`config.mk`:
```
export PLATFORM = sky130hd
export DESIGN_NAME = calendar_date_arithmetic_top
export DESIGN_NICKNAME = d
export VERILOG_FILES = /design/src/rtl/core/cda_pkg.sv /design/src/rtl/core/cda_split.sv /design/src/rtl/core/cda_count.sv /design/src/rtl/core/cda_step.sv /design/src/rtl/core/cda_finish.sv /design/src/rtl/core/calendar_date_arithmetic_top.sv
export VERILOG_INCLUDE_DIRS = /design/src /design/src/rtl/core
export SDC_FILE = /design/constraint.sdc
export NUM_CORES = 1
export LEC_CHECK = 0
export BUFFER_PORTS_ARGS = -buffer_cell sky130_fd_sc_hd__buf_2
export CAP_MARGIN = 30
export CORE_ASPECT_RATIO = 1.4
export CORE_MARGIN = 3
export CORE_UTILIZATION = 44
export DETAILED_ROUTE_END_ITERATION = 8
export GPL_TIMING_DRIVEN = 0
export MAX_ROUTING_LAYER = met4
export PLACE_DENSITY = 0.63
export SETUP_SLACK_MARGIN = 0.02
export SLEW_MARGIN = 25
export SYNTH_ARGS = -nofsm -noshare
export SYNTH_HDL_FRONTEND = slang
export SYNTH_SLANG_ARGS = --single-unit
```
`constraint.sdc`:
```
create_clock -name clk_i -period 9.51 [get_ports clk_i]
set_input_delay 0.4755 -clock clk_i [delete_from_list [all_inputs] [get_ports clk_i]]
set_output_delay 0.4755 -clock clk_i [all_outputs]
set_load 0.005 [all_outputs]
```
`src/rtl/core/calendar_date_arithmetic_top_assert.svh`:
```
// Assertion macros for the calendar date arithmetic block.
`ifndef CALENDAR_DATE_ARITHMETIC_TOP_ASSERT_SVH
`define CALENDAR_DATE_ARITHMETIC_TOP_ASSERT_SVH

// Antecedent holds on an edge -> consequent holds on the same edge.
`define CDA_ASSERT_SAME(label, clk, rst_n, ante, cons) \
  label: assert property (@(posedge clk) disable iff (!rst_n) (ante) |-> (cons)) \
    else $error("cda assertion failed");

// Antecedent holds on an edge -> consequent holds on the next edge.
`define CDA_ASSERT_NEXT(label, clk, rst_n, ante, cons) \
  label: assert property (@(posedge clk) disable iff (!rst_n) (ante) |=> (cons)) \
    else $error("cda assertion failed");

`endif

```
`src/rtl/core/cda_pkg.sv`:
```
// Shared types, constants and calendar tables for the date arithmetic pipeline.
`default_nettype none

package cda_pkg;

  localparam int unsigned BaseYear   = 1900;
  localparam int unsigned LastYear   = 9999;
  localparam int unsigned BaseLeaps  = 460;   // leap years in 1..1899
  localparam int unsigned Div100Mul  = 5243;  // floor(x/100) = (x*Div100Mul) >> Div100Shift
  localparam int unsigned Div100Shift = 19;
  localparam int unsigned Div7Mul    = 4682;  // floor(x/7) = (x*Div7Mul) >> Div7Shift
  localparam int unsigned Div7Shift  = 15;
  localparam int unsigned MinPerDay  = 1440;
  localparam int unsigned MinPerHour = 60;

  localparam logic [3:0] MonJan = 4'd1;
  localparam logic [3:0] MonFeb = 4'd2;
  localparam logic [3:0] MonDec = 4'd12;

  typedef struct packed {
    logic [4:0]  day;
    logic [3:0]  month;
    logic [13:0] year;
    logic [4:0]  hour;
    logic [5:0]  minute;
  } in_t;

  typedef struct packed {
    logic [31:0] minutes_since_base;
    logic [2:0]  weekday;
    logic [4:0]  next_day;
    logic [3:0]  next_month;
    logic [13:0] next_year;
    logic [4:0]  prev_day;
    logic [3:0]  prev_month;
    logic [13:0] prev_year;
    logic        date_valid;
  } out_t;

  // after the divide-by-100 multipliers
  typedef struct packed {
    logic [4:0]  day;
    logic [3:0]  month;
    logic [13:0] year;
    logic [13:0] year_m1;
    logic [4:0]  hour;
    logic [5:0]  minute;
    logic [7:0]  cent;      // year / 100
    logic [7:0]  cent_m1;   // (year - 1) / 100
  } s1_t;

  // after validity, leap year and year count
  typedef struct packed {
    logic        date_ok;
    logic        leap;
    logic [4:0]  day;
    logic [3:0]  month;
    logic [13:0] year;
    logic [4:0]  hour;
    logic [5:0]  minute;
    logic [4:0]  mdays;
    logic [21:0] year_days;
    logic [6:0]  zk;
    logic [7:0]  zj;
  } s2_t;

  // after day count, neighbor dates and Zeller sum
  typedef struct packed {
    logic        date_ok;
    logic [21:0] days;
    logic [4:0]  hour;
    logic [5:0]  minute;
    logic [10:0] zsum;
    logic [4:0]  nd;
    logic [3:0]  nm;
    logic [13:0] ny;
    logic [4:0]  pd;
    logic [3:0]  pm;
    logic [13:0] py;
  } s3_t;

  function automatic logic [4:0] month_len(input logic [3:0] m, input logic leap);
    logic [4:0] len;
    case (m)
      4'd1, 4'd3, 4'd5, 4'd7, 4'd8, 4'd10, 4'd12: len = 5'd31;
      4'd4, 4'd6, 4'd9, 4'd11:                    len = 5'd30;
      4'd2:                                       len = leap ? 5'd29 : 5'd28;
      default:                                    len = 5'd0;
    endcase
    return len;
  endfunction

  function automatic logic [8:0] days_before(input logic [3:0] m);
    logic [8:0] n;
    case (m)
      4'd1:    n = 9'd0;
      4'd2:    n = 9'd31;
      4'd3:    n = 9'd59;
      4'd4:    n = 9'd90;
      4'd5:    n = 9'd120;
      4'd6:    n = 9'd151;
      4'd7:    n = 9'd181;
      4'd8:    n = 9'd212;
      4'd9:    n = 9'd243;
      4'd10:   n = 9'd273;
      4'd11:   n = 9'd304;
      4'd12:   n = 9'd334;
      default: n = 9'd0;
    endcase
    return n;
  endfunction

  // floor(13*(zm+1)/5), Jan and Feb counted as months 13 and 14
  function automatic logic [5:0] zeller_month(input logic [3:0] m);
    logic [5:0] v;
    case (m)
      4'd1:    v = 6'd36;
      4'd2:    v = 6'd39;
      4'd3:    v = 6'd10;
      4'd4:    v = 6'd13;
      4'd5:    v = 6'd15;
      4'd6:    v = 6'd18;
      4'd7:    v = 6'd20;
      4'd8:    v = 6'd23;
      4'd9:    v = 6'd26;
      4'd10:   v = 6'd28;
      4'd11:   v = 6'd31;
      4'd12:   v = 6'd33;
      default: v = 6'd0;
    endcase
    return v;
  endfunction

endpackage

`default_nettype wire

```
`src/rtl/core/cda_split.sv`:
```
// Stage 1: century quotients of the year and the year before.
`default_nettype none

module cda_split (
  input  logic          clk_i,
  input  logic          rst_ni,
  input  logic          valid_i,
  input  cda_pkg::in_t  data_i,
  output logic          ready_o,
  output logic          valid_o,
  output cda_pkg::s1_t  data_o,
  input  logic          ready_i
);

  logic         valid_q;
  cda_pkg::s1_t data_q, data_d;
  logic [26:0]  prod_y, prod_ym1;
  logic [13:0]  ym1;

  always_comb begin
    ym1      = data_i.year - 14'd1;
    prod_y   = 27'(data_i.year) * 27'(cda_pkg::Div100Mul);
    prod_ym1 = 27'(ym1) * 27'(cda_pkg::Div100Mul);
    data_d.day     = data_i.day;
    data_d.month   = data_i.month;
    data_d.year    = data_i.year;
    data_d.year_m1 = ym1;
    data_d.hour    = data_i.hour;
    data_d.minute  = data_i.minute;
    data_d.cent    = prod_y[cda_pkg::Div100Shift +: 8];
    data_d.cent_m1 = prod_ym1[cda_pkg::Div100Shift +: 8];
  end

  assign ready_o = !valid_q || ready_i;

  always_ff @(posedge clk_i or negedge rst_ni) begin
    if (!rst_ni) begin
      valid_q <= 1'b0;
    end else if (ready_o) begin
      valid_q <= valid_i;
    end
  end

  always_ff @(posedge clk_i) begin
    if (ready_o && valid_i) begin
      data_q <= data_d;
    end
  end

  assign valid_o = valid_q;
  assign data_o  = data_q;

endmodule

`default_nettype wire

```
`src/rtl/core/cda_count.sv`:
```
// Stage 2: leap year, validity, days of whole years and Zeller year terms.
`default_nettype none

module cda_count (
  input  logic          clk_i,
  input  logic          rst_ni,
  input  logic          valid_i,
  input  cda_pkg::s1_t  data_i,
  output logic          ready_o,
  output logic          valid_o,
  output cda_pkg::s2_t  data_o,
  input  logic          ready_i
);

  logic         valid_q;
  cda_pkg::s2_t data_q, data_d;
  logic [6:0]   rem_y, rem_ym1;
  logic         leap;
  logic [4:0]   mdays;
  logic [21:0]  span;

  always_comb begin
    rem_y   = 7'(data_i.year - 14'(data_i.cent) * 14'd100);
    rem_ym1 = 7'(data_i.year_m1 - 14'(data_i.cent_m1) * 14'd100);
    leap    = ((rem_y != 7'd0) && (data_i.year[1:0] == 2'd0)) ||
              ((rem_y == 7'd0) && (data_i.cent[1:0] == 2'd0));
    mdays   = cda_pkg::month_len(data_i.month, leap);
    span    = 22'(data_i.year - 14'(cda_pkg::BaseYear));

    data_d.date_ok = (data_i.month >= cda_pkg::MonJan) && (data_i.month <= cda_pkg::MonDec) &&
                     (data_i.year >= 14'(cda_pkg::BaseYear)) &&
                     (data_i.year <= 14'(cda_pkg::LastYear)) &&
                     (data_i.day != 5'd0) && (data_i.day <= mdays);
    data_d.leap      = leap;
    data_d.day       = data_i.day;
    data_d.month     = data_i.month;
    data_d.year      = data_i.year;
    data_d.hour      = data_i.hour;
    data_d.minute    = data_i.minute;
    data_d.mdays     = mdays;
    data_d.year_days = span * 22'd365 + 22'(data_i.year_m1 >> 2) - 22'(data_i.cent_m1) +
                       22'(data_i.cent_m1 >> 2) - 22'(cda_pkg::BaseLeaps);
    if (data_i.month <= cda_pkg::MonFeb) begin
      data_d.zk = rem_ym1;
      data_d.zj = data_i.cent_m1;
    end else begin
      data_d.zk = rem_y;
      data_d.zj = data_i.cent;
    end
  end

  assign ready_o = !valid_q || ready_i;

  always_ff @(posedge clk_i or negedge rst_ni) begin
    if (!rst_ni) begin
      valid_q <= 1'b0;
    end else if (ready_o) begin
      valid_q <= valid_i;
    end
  end

  always_ff @(posedge clk_i) begin
    if (ready_o && valid_i) begin
      data_q <= data_d;
    end
  end

  assign valid_o = valid_q;
  assign data_o  = data_q;

endmodule

`default_nettype wire

```
`src/rtl/core/cda_step.sv`:
```
// Stage 3: day count, following and preceding dates, Zeller sum.
`default_nettype none

module cda_step (
  input  logic          clk_i,
  input  logic          rst_ni,
  input  logic          valid_i,
  input  cda_pkg::s2_t  data_i,
  output logic          ready_o,
  output logic          valid_o,
  output cda_pkg::s3_t  data_o,
  input  logic          ready_i
);

  logic         valid_q;
  cda_pkg::s3_t data_q, data_d;
  logic         late_leap;

  always_comb begin
    late_leap      = data_i.leap && (data_i.month > cda_pkg::MonFeb);
    data_d.date_ok = data_i.date_ok;
    data_d.hour    = data_i.hour;
    data_d.minute  = data_i.minute;
    data_d.days    = data_i.year_days + 22'(cda_pkg::days_before(data_i.month)) +
                     22'(late_leap) + 22'(data_i.day) - 22'd1;
    data_d.zsum    = 11'(data_i.day) + 11'(cda_pkg::zeller_month(data_i.month)) +
                     11'(data_i.zk) + 11'(data_i.zk >> 2) + 11'(data_i.zj >> 2) +
                     11'(data_i.zj) * 11'd5;

    if (data_i.day >= data_i.mdays) begin
      data_d.nd = 5'd1;
      if (data_i.month == cda_pkg::MonDec) begin
        data_d.nm = cda_pkg::MonJan;
        data_d.ny = data_i.year + 14'd1;
      end else begin
        data_d.nm = data_i.month + 4'd1;
        data_d.ny = data_i.year;
      end
    end else begin
      data_d.nd = data_i.day + 5'd1;
      data_d.nm = data_i.month;
      data_d.ny = data_i.year;
    end

    if (data_i.day == 5'd1) begin
      if (data_i.month == cda_pkg::MonJan) begin
        data_d.pm = cda_pkg::MonDec;
        data_d.py = data_i.year - 14'd1;
      end else begin
        data_d.pm = data_i.month - 4'd1;
        data_d.py = data_i.year;
      end
      data_d.pd = cda_pkg::month_len(data_d.pm, data_i.leap);
    end else begin
      data_d.pm = data_i.month;
      data_d.py = data_i.year;
      data_d.pd = data_i.day - 5'd1;
    end
  end

  assign ready_o = !valid_q || ready_i;

  always_ff @(posedge clk_i or negedge rst_ni) begin
    if (!rst_ni) begin
      valid_q <= 1'b0;
    end else if (ready_o) begin
      valid_q <= valid_i;
    end
  end

  always_ff @(posedge clk_i) begin
    if (ready_o && valid_i) begin
      data_q <= data_d;
    end
  end

  assign valid_o = valid_q;
  assign data_o  = data_q;

endmodule

`default_nettype wire

```
`src/rtl/core/cda_finish.sv`:
```
// Stage 4: minute count, weekday reduction and output register.
`default_nettype none

module cda_finish (
  input  logic          clk_i,
  input  logic          rst_ni,
  input  logic          valid_i,
  input  cda_pkg::s3_t  data_i,
  output logic          ready_o,
  output logic          valid_o,
  output cda_pkg::out_t data_o,
  input  logic          ready_i
);

  logic          valid_q;
  cda_pkg::out_t data_q, data_d;
  logic [23:0]   prod7;
  logic [8:0]    quot7;
  logic [2:0]    zel;

  always_comb begin
    prod7 = 24'(data_i.zsum) * 24'(cda_pkg::Div7Mul);
    quot7 = prod7[cda_pkg::Div7Shift +: 9];
    zel   = 3'(data_i.zsum - 11'(quot7) * 11'd7);
    data_d = '0;
    if (data_i.date_ok) begin
      data_d.minutes_since_base = 32'(data_i.days) * 32'(cda_pkg::MinPerDay) +
                                  32'(data_i.hour) * 32'(cda_pkg::MinPerHour) +
                                  32'(data_i.minute);
      // Zeller counts from Saturday
      data_d.weekday    = (zel == 3'd0) ? 3'd6 : zel - 3'd1;
      data_d.next_day   = data_i.nd;
      data_d.next_month = data_i.nm;
      data_d.next_year  = data_i.ny;
      data_d.prev_day   = data_i.pd;
      data_d.prev_month = data_i.pm;
      data_d.prev_year  = data_i.py;
      data_d.date_valid = 1'b1;
    end
  end

  assign ready_o = !valid_q || ready_i;

  always_ff @(posedge clk_i or negedge rst_ni) begin
    if (!rst_ni) begin
      valid_q <= 1'b0;
    end else if (ready_o) begin
      valid_q <= valid_i;
    end
  end

  always_ff @(posedge clk_i) begin
    if (ready_o && valid_i) begin
      data_q <= data_d;
    end
  end

  assign valid_o = valid_q;
  assign data_o  = data_q;

endmodule

`default_nettype wire

```
`src/rtl/core/calendar_date_arithmetic_top.sv`:
```
// Top level of the Gregorian date arithmetic pipeline.
//
//   channel  direction  handshake                  payload
//   in       input      in_valid_i / in_stall_o    in_data_i  (cda_pkg::in_t)
//   out      output     out_valid_o / out_stall_i  out_data_o (cda_pkg::out_t)
//
// Four register stages: /100 multipliers, year count, day count, minute multiply.
// Items pass split, count, step, finish; one transfer per cycle unless stalled.
// Reset clears only the stage valid bits; no clearing pass.
// A stall holds each full stage; empty stages keep filling, so no item is lost.
`default_nettype none

`include "calendar_date_arithmetic_top_assert.svh"

module calendar_date_arithmetic_top (
  input  logic          clk_i,
  input  logic          rst_ni,
  input  logic          in_valid_i,
  output logic          in_stall_o,
  input  cda_pkg::in_t  in_data_i,
  output logic          out_valid_o,
  input  logic          out_stall_i,
  output cda_pkg::out_t out_data_o
);

  logic         v1, v2, v3;
  logic         r1, r2, r3, r4;
  cda_pkg::s1_t d1;
  cda_pkg::s2_t d2;
  cda_pkg::s3_t d3;

  cda_split u_split (
    .clk_i, .rst_ni,
    .valid_i (in_valid_i), .data_i (in_data_i), .ready_o (r1),
    .valid_o (v1), .data_o (d1), .ready_i (r2)
  );

  cda_count u_count (
    .clk_i, .rst_ni,
    .valid_i (v1), .data_i (d1), .ready_o (r2),
    .valid_o (v2), .data_o (d2), .ready_i (r3)
  );

  cda_step u_step (
    .clk_i, .rst_ni,
    .valid_i (v2), .data_i (d2), .ready_o (r3),
    .valid_o (v3), .data_o (d3), .ready_i (r4)
  );

  cda_finish u_finish (
    .clk_i, .rst_ni,
    .valid_i (v3), .data_i (d3), .ready_o (r4),
    .valid_o (out_valid_o), .data_o (out_data_o), .ready_i (!out_stall_i)
  );

  assign in_stall_o = !r1;

  `CDA_ASSERT_SAME(a_invalid_zero, clk_i, rst_ni,
    out_valid_o && !out_data_o.date_valid, out_data_o == '0)
  `CDA_ASSERT_SAME(a_valid_fields, clk_i, rst_ni,
    out_valid_o && out_data_o.date_valid,
    out_data_o.weekday <= 3'd6 && out_data_o.next_day != 5'd0 &&
    out_data_o.prev_day != 5'd0 && out_data_o.next_month != 4'd0 &&
    out_data_o.prev_month != 4'd0)
  `CDA_ASSERT_NEXT(a_free_flow, clk_i, rst_ni,
    !out_stall_i && in_valid_i && !in_stall_o, v1)

endmodule

`default_nettype wire

```
# Yosys cells after proc, flatten, opt, wreduce, memory -nomap -nowiden
# Memory sizes are Yosys's and may differ from the RTL's. A register that Yosys moved wholly into a read port is not among the register bits.
# Index checks and enable logic that the tools add are counted.
classes:
  n_lt_le_gt_ge: 8
  addsub: 27
  n_reduce_logical: 34
  eq_ne: 27
  n_mul: 10
  muxes: 14
  bitwise_logic: 1
ops:
  columns: ["op", "n"]
  rows:
  - ["$mux W18", 4]
  - ["$mul A14 B13 Y27 const B", 2]
  - ["$eq A4 B4 Y1 const B", 11]
  - ["$add A32 B11 Y32", 1]
  - ["$add A32 B6 Y32", 1]
  - ["$eq A4 B3 Y1 const B", 8]
  - ["$pmux W5 S3", 2]
  - ["$sub A14 B1 Y14 const B", 2]
  - ["$mul A22 B6 Y27 const B", 1]
  - ["$mul A11 B12 Y23 const B", 1]
  - ["$mux W23", 1]
  - ["$add A22 B1 Y22", 1]
  - ["$add A22 B12 Y22", 1]
  - ["$add A22 B5 Y22", 1]
  - ["$add A22 B6 Y22", 1]
  - ["$add A22 B9 Y22", 1]
  - ["$mul A22 B9 Y22 const B", 1]
  - ["$sub A22 B1 Y22 const B", 1]
  - ["$sub A22 B8 Y22", 1]
  - ["$sub A22 B9 Y22 const B", 1]
  - ["$eq A4 B2 Y1 const B", 4]
  - ["$mul A8 B5 Y5 const B", 2]
  - ["$mux W15", 1]
  - ["$sub A14 B11 Y15 const B", 1]
  - ["other kinds (41)", 70]
totals:
  word_cells: 167
  register_bits: 319
  memories: 2
  out_inout_bits: 84
  rom_bits: 240
  input_bits: 38
memory_table:
  columns: ["memory", "words", "word_bits", "rd", "rd_clocked_by_memory_dff", "wr", "line", "text"]
  rows:
  - ["(no name shown)", 16, 9, 1, 1, 0, "cda_pkg.sv:95", "case (m)"]
  - ["(no name shown)", 16, 6, 1, 1, 0, "cda_pkg.sv:116", "case (m)"]

# Logic depth before layout (Yosys ltp)
# Gate-level depths: netlist of the first run.
logic_depth:
  ltp_word: 9
  ltp_mapped: 29
  mapped_depth_nobuf: 29

# Modules after synthesis
# From an unflattened synthesis of the first run, not the netlist that was laid out.
hier_totals:
  hier_cells: 2966
  area_unflattened_um2: 32427.4
by_module_without_submodules:
  columns: ["mod", "cells_each", "n_inst", "area_each_um2"]
  rows:
  - ["cda_split", 822, 1, 9241.4]
  - ["cda_finish", 805, 1, 8360.5]
  - ["cda_count", 663, 1, 7623.6]
  - ["cda_step", 674, 1, 7194.4]
  - ["calendar_date_arithmetic_top", 2, 1, 7.5]

# Worst setup path after synthesis of the first run
# OpenSTA, ideal clock, no wires.
synth_timing:
  path_type: "input port to flip-flop"
  from: "in out_stall_i"
  to: "reg u_finish.data_q (netlist bit u_finish.data_o[0]) (enable)"
  t_required_ns: 8.863
  setup_ns: 0.647
  arrival_ns: 6.433
  path_slack_ns: 2.430
  path_stages: 1
  cell_sequence: "a21boi_0"
synth_between:
  elab_chain_cells: 3
synth_rtl:
  columns: ["element", "line", "text"]
  rows:
  - ["start, declared", "calendar_date_arithmetic_top.sv:22", "input logic out_stall_i,"]
  - ["$logic_not A1 Y1", "calendar_date_arithmetic_top.sv:53", ".valid_o (out_valid_o), .data_o (out_data_o), .ready_i (!out_stall_i)"]
  - ["$logic_or A1 B1 Y1", "cda_finish.sv:42", "assign ready_o = !valid_q || ready_i;"]
  - ["$logic_and A1 B1 Y1", "cda_finish.sv:53", "if (ready_o && valid_i) begin"]
  - ["end signal, assigned", "cda_finish.sv:54", "data_q <= data_d;"]
  - ["end, declared", "cda_finish.sv:16", "cda_pkg::out_t data_q, data_d;"]
# Every way passes these cells.
# A chain may end at the register's enable or synchronous reset.

# Worst setup path after layout of the first run
layout_timing:
  from: "in in_data_i[13] in the netlist's numbering"
  to: "reg u_split.data_q (netlist bit u_split.data_o[7]) (data pin)"
layout_between:
  elab_chain_cells: 2
layout_rtl:
  columns: ["element", "line", "text"]
  rows:
  - ["start, declared", "calendar_date_arithmetic_top.sv:20", "input cda_pkg::in_t in_data_i,"]
  - ["$sub A14 B1 Y14", "cda_split.sv:21", "ym1 = data_i.year - 14'd1;"]
  - ["net u_split.ym1[11]", "cda_split.sv:18", "logic [13:0] ym1;"]
  - ["$mul A14 B13 Y27", "cda_split.sv:23", "prod_ym1 = 27'(ym1) * 27'(cda_pkg::Div100Mul);"]
  - ["net u_split.prod_ym1[26]", "cda_split.sv:17", "logic [26:0] prod_y, prod_ym1;"]
  - ["end signal, assigned", "cda_split.sv:46", "data_q <= data_d;"]
  - ["end, declared", "cda_split.sv:16", "cda_pkg::s1_t data_q, data_d;"]
# The timed path passes the listed nets, and every way through them passes these cells.

==> impl_metrics.env, run 1 <==
export IMPL_syn_area_per_cell_um2=11.0
export IMPL_clkLatencyLatePin_ns=0.54
export IMPL_antenna_found_initial=1
export IMPL_clock_skew_final_ns=0.0288
export IMPL_grt_start_max_net_pins=54
export IMPL_drc=0
export IMPL_syn_nets=3793
export IMPL_hold_viol=0
export IMPL_cts_tree="built"
export IMPL_h_tree_depth=2
export IMPL_fin_crit_sh_pct=79.7
export IMPL_drt_iter0_markers=615
export IMPL_period_minus_slack_ns=7.58
export IMPL_rows=116
export IMPL_ys_seq_area_share_pct=30.7
export IMPL_cap_viol_max_count=0
export IMPL_dpl_hpwl_um=53700
export IMPL_nets=3966
export IMPL_slowest_stage="xnor2_1"
export IMPL_drt_first_pass_iters=4
export IMPL_coreArea_um2=71700
export IMPL_final_antenna_net_count=0
export IMPL_clkSinkCount=332
export IMPL_clk_pin_slew_ns=0.06
export IMPL_multi_input_area_um2=19500
export IMPL_fin_cells=4055
export IMPL_synth_cell_type_count=88
export IMPL_syn_to_final_growth_pct=10.4
export IMPL_dieArea_um2=75800
export IMPL_path_delay_family="adder cells"
export IMPL_synth_edff_count=313
export IMPL_drv_slew=0
export IMPL_placed_cells=3989
export IMPL_crit_type="input pin to flop"
export IMPL_worst_slack_ns=1.93
export IMPL_dpl_cell_area_um2=34000
export IMPL_ioPinCount=122
export IMPL_register_area_um2=9800
export IMPL_critPathBufInv=5
export IMPL_synthCells=2910
export IMPL_cts_resized=0
export IMPL_setup_tns_ns=0
export IMPL_finalInstanceArea_um2=35200
export IMPL_place_gp_congestion=0.882
export IMPL_cts_root_buf="clkbuf_16"
export IMPL_fillers=6663
export IMPL_min_path_type="input pin to flop"
export IMPL_grt_pass1_wl_um=104000
export IMPL_cp_slowest_stage_delay_ns=0.56
export IMPL_routed_via_count=20000
export IMPL_async_flop_share_pct=1.20
export IMPL_dp_slack_ns=1.32
export IMPL_crit_path_end_kind="flop"
export IMPL_first_global_vias=21100
export IMPL_io_buffers=121
export IMPL_start_kind="input pin"
export IMPL_drive_gt1_share_pct=7.81
export IMPL_max_slew_margin_pct=38.9
export IMPL_max_freq_ghz=0.132
export IMPL_wl_per_cell_um=15.4
export IMPL_yosys_warnings=0
export IMPL_die_w_um=233
export IMPL_status="complete, no violations"
export IMPL_via_per_inst=4.92
export IMPL_wl_um=62400
export IMPL_cts_buffers=35
export IMPL_crit_required_ns=9.77
export IMPL_clk_path_buf_depth=3
export IMPL_die_h_um=324
export IMPL_synth_ff_type="edfxtp_1"
export IMPL_setup_viol=0
export IMPL_synth_seq_cells=332
export IMPL_grt_use_total_pct=17.5
export IMPL_start_util_pct=44.5
export IMPL_worstPathArrival_ns=7.84
export IMPL_synth_cell_area_um2=31900
export IMPL_worst_pin_slew_ns=0.910
export IMPL_crit_fanout=8
export IMPL_rsz0062_at_grt="no"
export IMPL_grt_overflow=0
metrics by stage:
| stage | hold slack, ns | util, % |
|---|---|---|
| after global placement | 0.287 | 46.9 |
| final | 0.114 | 49.1 |
| after CTS | 0.0790 | 49.1 |
| after global routing | 0.0921 | 49.1 |
| after detailed placement | 0.289 | 47.4 |
| after floorplan | 0.180 | - |
per-layer routing:
layer	share of wire (%)	track usage [%]	vias up
met5	0	-	-
met4	3.6	5.70	0
met3	2.9	1.93	107
met2	55	33.1	250
met1	39	18.9	9632
li1	-	-	9962
worst reg2reg max path, cell delays in order, from the launching register on:
cell      delay [ns]
edfxtp_1        0.60
ha_1            0.35
or2_2           0.29
a31oi_1         0.30
nor2_1          0.09
xor2_1          0.58
ha_1            0.41
fa_1            0.57
fa_1            0.44
fa_1            0.54
inv_1           0.05
fa_1            0.52
inv_1           0.04
ha_1            0.32
inv_1           0.09
o21bai_1        0.23
nor2_1          0.08
o31ai_1         0.12
a21oi_1         0.19
o31ai_1         0.27
a21oi_1         0.12
xnor2_1         0.14
final timing paths:
kind	endpoint	slack (ns)	start	cells after the start
hold reg to reg	u_step.data_o[61]	0.42	u_count.data_o[46]	0
hold / removal	u_split.data_o[59]	0.11	in_data_i[29]	1
setup reg to reg	u_count.data_o[36]	2.89	u_split.data_o[43]	21
setup / recovery	u_split.data_o[7]	1.93	in_data_i[13]	29
min in group asynchronous	u_split.valid_o	0.27	rst_ni	2
max in group asynchronous	u_count.valid_o	9.10	rst_ni	2
Yosys cell counts, types with 3 or more instances:
| cell type | n | share of area [%] |
|---|---|---|
| o211ai_1 | 10 | 0.24 |
| or2_2 | 8 | 0.16 |
| mux2i_1 | 6 | 0.19 |
| clkbuf_1 | 22 | 0.26 |
| and3_1 | 18 | 0.35 |
| xor2_1 | 48 | 1.3 |
| a21oi_1 | 103 | 1.6 |
| o311ai_0 | 3 | 0.082 |
| mux2_2 | 9 | 0.32 |
| a2111oi_0 | 5 | 0.14 |
| dfxtp_1 | 15 | 0.94 |
| nand3b_1 | 3 | 0.071 |
| a41oi_1 | 3 | 0.082 |
| or3_1 | 11 | 0.22 |
| nand4_1 | 14 | 0.27 |
| fa_1 | 298 | 19 |
| a211oi_1 | 10 | 0.24 |
| nand2_1 | 92 | 1.1 |
| nor3b_1 | 3 | 0.071 |
| edfxtp_1 | 313 | 29 |
| ha_1 | 547 | 21 |
| and2_1 | 63 | 1.2 |
| a21o_1 | 39 | 0.92 |
| nor3_1 | 31 | 0.49 |
| xnor2_1 | 140 | 3.8 |
| o21bai_1 | 18 | 0.42 |
| o22ai_1 | 4 | 0.078 |
| or4_1 | 5 | 0.12 |
| o21a_1 | 21 | 0.49 |
| dfrtp_1 | 4 | 0.31 |
| nor2b_1 | 18 | 0.35 |
| o21ai_0 | 80 | 1.3 |
| o31ai_1 | 13 | 0.31 |
| a21boi_0 | 6 | 0.14 |
| nor4_1 | 10 | 0.20 |
| o211a_1 | 5 | 0.16 |
| nand3_1 | 39 | 0.61 |
| inv_1 | 676 | 8.0 |
| o31a_1 | 5 | 0.14 |
| nor2_1 | 117 | 1.4 |
| nand2b_1 | 10 | 0.20 |
| a31oi_1 | 7 | 0.14 |
timing repair:
action | 4_1_cts | 5_1_grt
buffers inserted | 0 | 0
hold buffers | 1 | 0
hold endpoints to repair | 4 | 0
state kept, by name (all words and copies together), names as in the netlist, named ones only:
signal            cells
u_count.valid_o       1
u_finish.data_o      82
u_finish.valid_o      1
u_step.data_o        91
u_split.valid_o       1
u_step.valid_o        1
u_count.data_o       76
u_split.data_o       64
kinds of logic (layout without fill, tap and decap cells):
family / count (synthesis) / count (layout) / share of synthesized area [%]
adder cells (fa/ha/maj): 845 / 845 / 40.2
other: 0 / 1 / 0
AND/OR/NAND/NOR: 460 / 460 / 7.38
buffers and inverters: 702 / 902 / 8.29
multiplexers: 15 / 15 / 0.506
AO/OA/AOI/OAI: 366 / 366 / 7.58
XOR/XNOR: 190 / 190 / 5.30
flip-flops: 332 / 332 / 30.7
area by class of cell:
class / instances / area share [%]
multi-input combinational: 1876 / 55.3
clock inverter: 20 / 0.736
timing repair buffer: 136 / 2.55
clock buffer: 44 / 2.61
buffer: 25 / 0.292
inverter: 677 / 7.23
antenna: 1 / 0.00711
tap: 944 / 3.36
sequential: 332 / 27.9
cell usage in the layout (no fill, tap or decap), types with 30 or more instances in the layout:
cell,count
xnor2_1,139
nand2_1,92
xor2_1,48
nor2_1,117
o21ai_0,80
inv_1,675
and2_1,62
buf_2,125
nand3_1,39
nor3_1,31
a21o_1,39
edfxtp_1,313
clkbuf_16,35
clkbuf_1,30
fa_1,298
a21oi_1,103
ha_1,547
Power of run 1 is not shown: default switching activity piles up to over one toggle a cycle in this logic, so the estimate is an artifact.
==> run 2: changes to the inputs <==
PLACE_DENSITY = 0.65   (was 0.63)
clock period = 6.7 ns   (was 9.51 ns; I/O delays follow)
==> impl_metrics.env, run 2 (synthesis gave the netlist of run 1 again) <==
export IMPL_final_common_cell="inv_1"
export IMPL_nets=3997
export IMPL_grt_overflow=0
export IMPL_first_global_vias=21000
export IMPL_crit_fanout=7
export IMPL_clkLatencyLatePin_ns=0.54
export IMPL_final_cell_mix="inv_1 (671), ha_1 (547), edfxtp_1 (313)"
export IMPL_worstRegToRegCells=23
export IMPL_syn_to_final_growth_pct=11.7
export IMPL_antenna_found_initial=4
export IMPL_worst_pin_slew_ns=0.936
export IMPL_grt_use_total_pct=17.4
export IMPL_fin_crit_sh_pct=95.2
export IMPL_grt_start_max_net_pins=54
export IMPL_crit_type="input pin to flop"
export IMPL_max_freq_ghz=0.157
export IMPL_routed_via_count=20100
export IMPL_start_kind="input pin"
export IMPL_drt_first_pass_iters=5
export IMPL_setup_worst_path_start="in_data_i[14]"
export IMPL_clk_pin_slew_ns=0.06
export IMPL_max_slew_margin_pct=37.2
export IMPL_die_w_um=233
export IMPL_crit_required_ns=6.99
export IMPL_hold_depth=1
export IMPL_hold_viol=0
export IMPL_wl_um=62400
export IMPL_r2r_slack_ns=0.37
export IMPL_min_path_type="input pin to flop"
export IMPL_r2r_end="u_count.data_o[36]"
export IMPL_period_minus_slack_ns=6.38
export IMPL_coreArea_um2=71700
export IMPL_rows=116
export IMPL_grt_pass1_wl_um=103000
export IMPL_fin_cells=4088
export IMPL_largest_reg_flops=91
export IMPL_wl_per_cell_um=15.3
export IMPL_h_tree_depth=2
export IMPL_dieArea_um2=75800
export IMPL_placed_cells=3987
export IMPL_rsz0062_at_grt="yes"
export IMPL_cts_buffers=35
export IMPL_worstPathArrival_ns=6.67
export IMPL_drt_iter0_markers=683
export IMPL_clk_path_buf_depth=3
export IMPL_r2r_start="u_split.data_o[44]"
export IMPL_cts_root_buf="clkbuf_16"
export IMPL_crit_path_end_kind="flop"
export IMPL_via_per_inst=4.91
export IMPL_hold_start="in_data_i[33]"
export IMPL_start_util_pct=44.5
export IMPL_ioPinCount=122
export IMPL_setup_viol=0
export IMPL_dpl_hpwl_um=52900
export IMPL_status="complete, no violations"
export IMPL_clkSinkCount=332
export IMPL_drive_gt1_share_pct=8.91
export IMPL_die_h_um=324
export IMPL_clock_skew_final_ns=0.0153
export IMPL_cts_tree="built"
export IMPL_drv_slew=0
export IMPL_io_buffers=121
export IMPL_drc=0
export IMPL_final_antenna_net_count=0
export IMPL_cap_viol_max_count=0
export IMPL_place_gp_congestion=0.903
export IMPL_holdPathEnd="u_split.data_o[63]"
## run 2: cell types whose count changed in the layout (fill, tap and decap cells not counted), moves of 3 or more
cell	change
buf_4	+15
xnor2_4	+4
xnor2_1	-8
dlygate4sd3_1	+19
clkinvlp_4	+4
o21ai_0	-3
xnor2_2	+4
buf_2	-3
inv_1	-4
buf_16	-3
a21boi_0	-3
## run 2: worst max-delay path by stage
stage	cells after the start	endpoint	slack (ns)
floorplan	28	u_split.data_o[7]	0.21
global placement	21	u_count.data_o[36]	-1.46
detailed placement	29	u_split.data_o[7]	-1.30
CTS	26	u_split.data_o[7]	0.05
global route	30	u_split.data_o[7]	-0.07
finish	28	u_split.data_o[7]	0.32
## run 2: worst max-delay path: stages
cell and delay, ns:
buf_2 0.25, inv_1 0.19, ha_1 0.22, inv_1 0.06
o21ai_2 0.08, a21boi_2 0.20, nand3_1 0.22, nor2_1 0.25
xnor2_2 0.20, inv_1 0.13, fa_1 0.52, inv_1 0.05
ha_1 0.29, fa_1 0.53, fa_1 0.56, inv_1 0.06
fa_1 0.54, inv_1 0.05, ha_1 0.30, a211oi_1 0.23
nand2_1 0.15, a41oi_1 0.24, a21oi_2 0.14, a31oi_2 0.27
o21ai_1 0.16, nor4_1 0.19, nor3_1 0.10, xnor2_1 0.13
## run 2: layout make-up
cell class	count	area, um2
fill	6424	36100
tap	944	1180
sequential	332	9800
buffer	25	103
clock buffer	43	916
antenna	3	7.51
timing repair buffer	167	1150
inverter	677	2550
clock inverter	21	251
multi-input combinational	1876	19600
## run 2: stage by stage
step / TNS (ns) / area (um2) / setup slack [ns] / hold WS [ns] / utilization [%]
3_3_place_gp: -61.82 / 33700 / -1.46 / 0.147 / 46.9
3_5_place_dp: -7.39 / 33900 / -1.30 / 0.147 / 47.3
6_report: 0 / 35600 / 0.319 / 0.0352 / 49.6
5_1_grt: -0.123 / 35600 / -0.0739 / 0.00223 / 49.6
2_1_floorplan: 0 / 31900 / 0.208 / 0.0394 / -
4_1_cts: 0 / 35400 / 0.0475 / 0.0000411 / 49.3
## run 2: timing repair
action                                  CTS  global route
hold endpoints to repair                 22             1
pin swaps                                 0             5
endpoints found under the setup margin    7            11
hold buffers                             19             1
gates resized for setup                  15            20
setup buffers                             1            13
## run 2: routing by layer
metal	track usage, %	part of all wire [%]	up-vias
li1	-	-	10000
met1	19.0	39	9634
met2	32.1	54	276
met3	1.57	2.8	111
met4	7.07	4.4	0
met5	-	0	-
Power of run 2 is left out for the same reason.
